==> src/sv/ddo_pkg.sv <==
// ----------------------------------------------------------------------------
// ddo_pkg: shared types and constants for the odometry block
// Beat payload structs, register indexes, CORDIC constants and the arctangent
// table.
// ----------------------------------------------------------------------------
package ddo_pkg;

  typedef struct packed {
    logic signed [31:0] right_count;
    logic signed [31:0] left_count;
  } in_beat_t;

  typedef struct packed {
    logic signed [47:0] pos_x;
    logic signed [47:0] pos_y;
    logic        [31:0] heading;
    logic signed [31:0] heading_step;
    logic signed [31:0] distance_step;
    logic signed [47:0] robot_speed;
    logic signed [47:0] right_speed;
    logic signed [47:0] left_speed;
    logic signed [31:0] right_tick_step;
    logic signed [31:0] left_tick_step;
  } out_beat_t;

  // front -> back: raw wheel steps of one sample
  typedef struct packed {
    logic signed [31:0] rraw;
    logic signed [31:0] lraw;
  } step_t;

  typedef struct packed {
    logic [17:0] rgain;
    logic [17:0] lgain;
    logic [31:0] mmpt;
    logic [23:0] hpmm;
    logic [15:0] srate;
  } cfg_t;

  localparam logic [2:0] REG_RGAIN = 3'd0;
  localparam logic [2:0] REG_LGAIN = 3'd1;
  localparam logic [2:0] REG_MMPT  = 3'd2;
  localparam logic [2:0] REG_HPMM  = 3'd3;
  localparam logic [2:0] REG_SRATE = 3'd4;

  localparam logic signed [33:0] CORDIC_K = 34'sd652032874;

  function automatic logic [31:0] atan_lut(input logic [4:0] i);
    logic [31:0] t;
    case (i)
      5'd0: t = 32'h20000000;  5'd1: t = 32'h12E4051E;  5'd2: t = 32'h09FB385B;
      5'd3: t = 32'h051111D4;  5'd4: t = 32'h028B0D43;  5'd5: t = 32'h0145D7E1;
      5'd6: t = 32'h00A2F61E;  5'd7: t = 32'h00517C55;  5'd8: t = 32'h0028BE53;
      5'd9: t = 32'h00145F2F;  5'd10: t = 32'h000A2F98; 5'd11: t = 32'h000517CC;
      5'd12: t = 32'h00028BE6; 5'd13: t = 32'h000145F3; 5'd14: t = 32'h0000A2FA;
      5'd15: t = 32'h0000517D; 5'd16: t = 32'h000028BE; 5'd17: t = 32'h0000145F;
      5'd18: t = 32'h00000A30; 5'd19: t = 32'h00000518; 5'd20: t = 32'h0000028C;
      5'd21: t = 32'h00000146; 5'd22: t = 32'h000000A3; 5'd23: t = 32'h00000051;
      5'd24: t = 32'h00000029; 5'd25: t = 32'h00000014; 5'd26: t = 32'h0000000A;
      5'd27: t = 32'h00000005; 5'd28: t = 32'h00000003; 5'd29: t = 32'h00000001;
      5'd30: t = 32'h00000001; default: t = 32'h00000000;
    endcase
    return t;
  endfunction

endpackage

==> src/sv/ddo_front.sv <==
// ----------------------------------------------------------------------------
// ddo_front: sample intake
// Differences each count beat against the previous one and pushes the raw
// wheel steps into a two-entry queue.
// ----------------------------------------------------------------------------
module ddo_front (
  input  logic               clk,
  input  logic               rst_n,
  input  logic               in_valid,
  output logic               in_stall,
  input  ddo_pkg::in_beat_t  in_data,
  output logic               q_valid,
  input  logic               q_pop,
  output ddo_pkg::step_t     q_data
);
  logic [31:0]     prev_r_r, prev_l_r;
  ddo_pkg::step_t  mem_r [2];
  logic            wp_r, rp_r;
  logic [1:0]      cnt_r;
  logic            push;

  assign in_stall = (cnt_r == 2'd2);
  assign push     = in_valid && !in_stall;
  assign q_valid  = (cnt_r != 2'd0);
  assign q_data   = mem_r[rp_r];

  always_ff @(posedge clk) begin
    if (!rst_n) begin
      prev_r_r <= '0;
      prev_l_r <= '0;
      wp_r     <= 1'b0;
      rp_r     <= 1'b0;
      cnt_r    <= '0;
    end else begin
      if (push) begin
        prev_r_r <= in_data.right_count;
        prev_l_r <= in_data.left_count;
        wp_r     <= !wp_r;
      end
      if (q_pop) rp_r <= !rp_r;
      cnt_r <= cnt_r + 2'(push) - 2'(q_pop);
    end
  end

  always_ff @(posedge clk) begin
    if (push) begin
      mem_r[wp_r].rraw <= in_data.right_count - prev_r_r;
      mem_r[wp_r].lraw <= in_data.left_count - prev_l_r;
    end
  end
endmodule

==> config.mk <==
export PLATFORM = sky130hd
export DESIGN_NAME = ddo_front
export DESIGN_NICKNAME = d
export VERILOG_FILES = /design/src/sv/ddo_pkg.sv /design/src/sv/ddo_front.sv
export SDC_FILE = /design/constraint.sdc
export NUM_CORES = 1
export LEC_CHECK = 0
export BUFFER_PORTS_ARGS = -buffer_cell sky130_fd_sc_hd__buf_2
export CAP_MARGIN = 20
export CORE_MARGIN = 3
export CORE_UTILIZATION = 45
export CTS_CLUSTER_SIZE = 10
export DETAILED_ROUTE_END_ITERATION = 6
export PLACE_DENSITY = 0.63
export SETUP_SLACK_MARGIN = 0.4
export SKIP_CTS_REPAIR_TIMING = 1
export SYNTH_ARGS = -nofsm -noshare
export SYNTH_HDL_FRONTEND = slang
export SYNTH_SLANG_ARGS = --single-unit
export TNS_END_PERCENT = 100
==> constraint.sdc <==
create_clock -name clk -period 6.33 [get_ports clk]
set_clock_uncertainty 0.05 [all_clocks]
set_input_delay 1.266 -clock clk [delete_from_list [all_inputs] [get_ports clk]]
set_output_delay 1.266 -clock clk [all_outputs]
set_load 0.02 [all_outputs]
### Word-level counts from Yosys, hierarchy flattened

Memory sizes are Yosys's and may differ from the RTL's. A register that Yosys moved wholly into a read port is not among the register bits.
Cells that the tools add are included.

* add/subtract/negate cells: 4
* equality and inequality tests: 1
* muxes and demuxes: 4
* reduce and logical (&&, ||, !) cells: 5

Operator list (number)
* $sub A32 B32 Y32: 2
* $mux W1: 4
* $logic_not A1 Y1: 3
* $add A2 B1 Y2: 1
* $eq A2 B2 Y1 const B: 1
* $reduce_bool A2 Y1: 1
* $sub A2 B1 Y2: 1
* $logic_and A1 B1 Y1: 1

* register bits: 68
* bits in writable memories: 128
* output and inout bits: 66
* logic and storage cells: 20
* memories kept: 1

Memories
* mem_r: words 2, bits a word 64, read ports 1, clocked after memory_dff 1, write ports 1, line ddo_front.sv:17 `ddo_pkg::step_t mem_r [2];`

### Logic depth before layout (Yosys ltp)

* word-level depth: 5
* mapped depth: 11
* mapped depth without buffers: 11

### Worst setup path before layout

No wires, ideal clock.

* path kind: input -> register
* from: input port in_valid
* to: memory mem_r[0][0] (netlist name), enable pin
* data arrival time: 4.351 ns
* required time: 5.792 ns
* path slack: 1.441 ns
* stages on the path: 4
* path buffers: 1
* path through: and2_1 inv_1 clkbuf_1 nor2_1

* cells in the longest elaborated chain, start to end: 3

RTL lines
* start, declared: line ddo_front.sv:9 `input logic in_valid,`
* $logic_and A1 B1 Y1: line ddo_front.sv:23 `assign push = in_valid && !in_stall;`
* $mux W1: line ddo_front.sv:46 `if (push) begin`
* $mux W1 (implied by the code): line ddo_front.sv:48 `mem_r[wp_r].lraw <= in_data.left_count - prev_l_r;`
* end, declared: line ddo_front.sv:17

No other way between the ends.

### Final worst setup path

* from: input port in_valid
* to: memory mem_r[0][20] (netlist name), enable pin

Same word-level chain as after synthesis.

==> results.json <==
{
  "status": "completed",
  "synthesis.nets": 1143,
  "firstDrtPassIters": 5,
  "tns_ns": 0,
  "synth_cells": 1009,
  "dieArea_um2": 25500,
  "grtUsageTotal": 0.1758,
  "dp_slack_ns": 2.345,
  "crit_path_frequent_cell": "buf_4",
  "yosys_register_bits": 197,
  "crit_fanout": 65,
  "nNetsFinal": 1263,
  "hold_class": "reg -> reg",
  "die_w_um": 159.7,
  "cts_root_buffer": "clkbuf_16",
  "dpl.hpwl_mm": 15.42,
  "synth.top_cells.by_count": "nand2_1, edfxtp_1, inv_1, dfxtp_1, a21boi_0",
  "overflow": 0,
  "finalCriticalPeriod_ns": 3.475,
  "htreeDepth": 4,
  "drtIter0Drc": 426,
  "clockBufferDepth": 2,
  "wl_per_cell_um": 15.16,
  "yosys-top-cells-area": "edfxtp_1, dfxtp_1, ha_1",
  "viasPerCell": 5.078,
  "r2r_start": "cnt_r[0]",
  "hold_violations": 0,
  "crit_path_start_kind": "input port",
  "crit_path_max_incr_delay_ns": 0.65,
  "yosysMostFrequentCell": "nand2_1",
  "grt_pass1_vias": 7106,
  "setup_viol": 0,
  "slew_headroom": 0.4091,
  "routabilityCongestion": 0.8476,
  "placementRows": 55,
  "crit_required_ns": 6.34,
  "p_per_area_nw_per_um2": 334.5,
  "synth_top_flop_cell": "edfxtp_1",
  "drive_gt1_frac": 0.2259,
  "final_area_um2": 12160,
  "setup.worst_path.start": "in_valid",
  "path_clk_slew_ns": 0.07,
  "ir_drop_v": 0.0001592,
  "clk_latency_ns": 0.43,
  "timing.final.max_slew_violations": 0,
  "cap_violations": 0,
  "antenna_found_initial": 0,
  "wirelength_mm": 22.06,
  "cp.arrival_ns": 3.48,
  "drtAntennaViolNets": 0,
  "path_cells": "buf_2 > and2_2 > buf_4 > inv_2 > nor2_4 > buf_4",
  "start_util": 0.4638,
  "postLayoutSetupSlackWorst_ns": 2.855,
  "yosys_warnings": 0,
  "cts_sinks": 197,
  "synth_area_per_cell_um2": 10.53,
  "ys_seq_area_frac": 0.4916,
  "ff2ff_path_depth": 6,
  "grt_max_degree": 70,
  "grt_pass1_wl_mm": 36.28,
  "rsz0062_at_grt": "no",
  "worstMarginPinSlew_ns": 0.8864,
  "max_freq_ghz": 0.2878,
  "hold_depth": 2,
  "diodes": 0,
  "finalCritPeriodShare": 0.5490,
  "cts_buffers": 17,
  "die_h_um": 159.7,
  "hold_start": "prev_l_r[19]",
  "crit_type": "in -> reg",
  "synth_top_area_frac": 0.3616,
  "yosys.area.top_type": "edfxtp_1",
  "async_flop_share": 0,
  "coreArea_um2": 22920,
  "pin_count": 134,
  "postPlaceCellArea_um2": 11590,
  "yosysUniqueCellTypes": 57,
  "io_buffer_count": 133,
  "drcViolationCount": 0,
  "cts_tree": "done",
  "vias": 7388,
  "leakagePower_nw": 4.776,
  "netlist_area_um2": 10630,
  "synth_edf_count": 128,
  "crit_slowest_cell": "nor2_4",
  "endpoint_kind": "flip-flop",
  "area_delta_synth_final_pct": 14.41
}
[power by group]
| part | total, mW | internal [mW] | switching [mW] |
|---|---|---|---|
| clock network | 1.04 | 0.583 | 0.457 |
| registers | 1.74 | 1.68 | 0.0590 |
| logic | 1.29 | 0.489 | 0.799 |
| total | 4.07 | 2.75 | 1.32 |
[sequential cells by signal (all words and copies together), names as in the netlist, named ones only]
| name | flops |
|---|---|
| mem_r | 128 |
| rp_r | 1 |
| wp_r | 1 |
| cnt_r | 2 |
| prev_r_r | 32 |
| prev_l_r | 32 |
[layout by cell type (no fill, tap or decap), types with 10 or more instances in the layout]
master and count:
xnor2_1 34, nand3_1 10, a21oi_1 53, a21o_1 30, dfxtp_1 68, nand2_1 172, nand4_1 10, ha_1 64
and3_1 13, clkbuf_16 17, edfxtp_1 128, a21boi_0 68, mux2_2 64, buf_2 133, xor2_1 25, inv_1 81
nor2_1 26, o21ai_0 19
[worst max-delay path: cells and delay by family]
family / cells / cell delay [ns]
buffers and inverters: 4 / 1.41
AND/OR/NAND/NOR: 2 / 0.77
[final cells by class]
cell class,count,area [um^2]
tap,313,391.6
fill,2095,10760
clock buffer,24,491.7
clock inverter,8,75.07
timing repair buffer,139,710.7
inverter,82,307.8
sequential,197,5226
multi-input combinational,692,4957
[final timing paths]
kind	endpoint	slack [ns]
setup / recovery	mem_r[0][20]	2.85
hold / removal	prev_l_r[19]	0.41
hold reg to reg	prev_l_r[19]	0.41
setup reg to reg	mem_r[0][20]	3.27
[stage by stage]
| stage | cells | util | total power [mW] | hold slack [ns] |
|---|---|---|---|---|
| after floorplan | 1009 | - | 2.709 | 0.3935 |
| after global placement | 1423 | 0.5059 | 3.041 | 0.4014 |
| after detailed placement | 1423 | 0.5059 | 3.067 | 0.4081 |
| after CTS | 1455 | 0.5307 | 4.104 | 0.4178 |
| after global routing | 1455 | 0.5307 | 4.309 | 0.4340 |
| final | 1455 | 0.5307 | 4.068 | 0.4141 |
[cells by family after synthesis]
| logic type | Yosys count | share of synthesized area |
|---|---|---|
| DFF | 197 | 0.4916 |
| and+or+nand+nor | 269 | 0.1107 |
| xor gates and xnor gates | 59 | 0.04862 |
| muxes | 64 | 0.06780 |
| AOI/OAI and AO/OA | 234 | 0.1593 |
| buffers and inverters | 120 | 0.04297 |
| adders and majority gates | 66 | 0.07911 |
[metal layers]
metal  up-vias  GRT usage  part of all wire
met5         -          0                 0
met4         0    0.04895             0.012
met3        19    0.02620             0.032
met2       126     0.2915              0.47
met1      3466     0.2413              0.49
li1       3777          -                 -
Power figures use the tool's default switching activity.
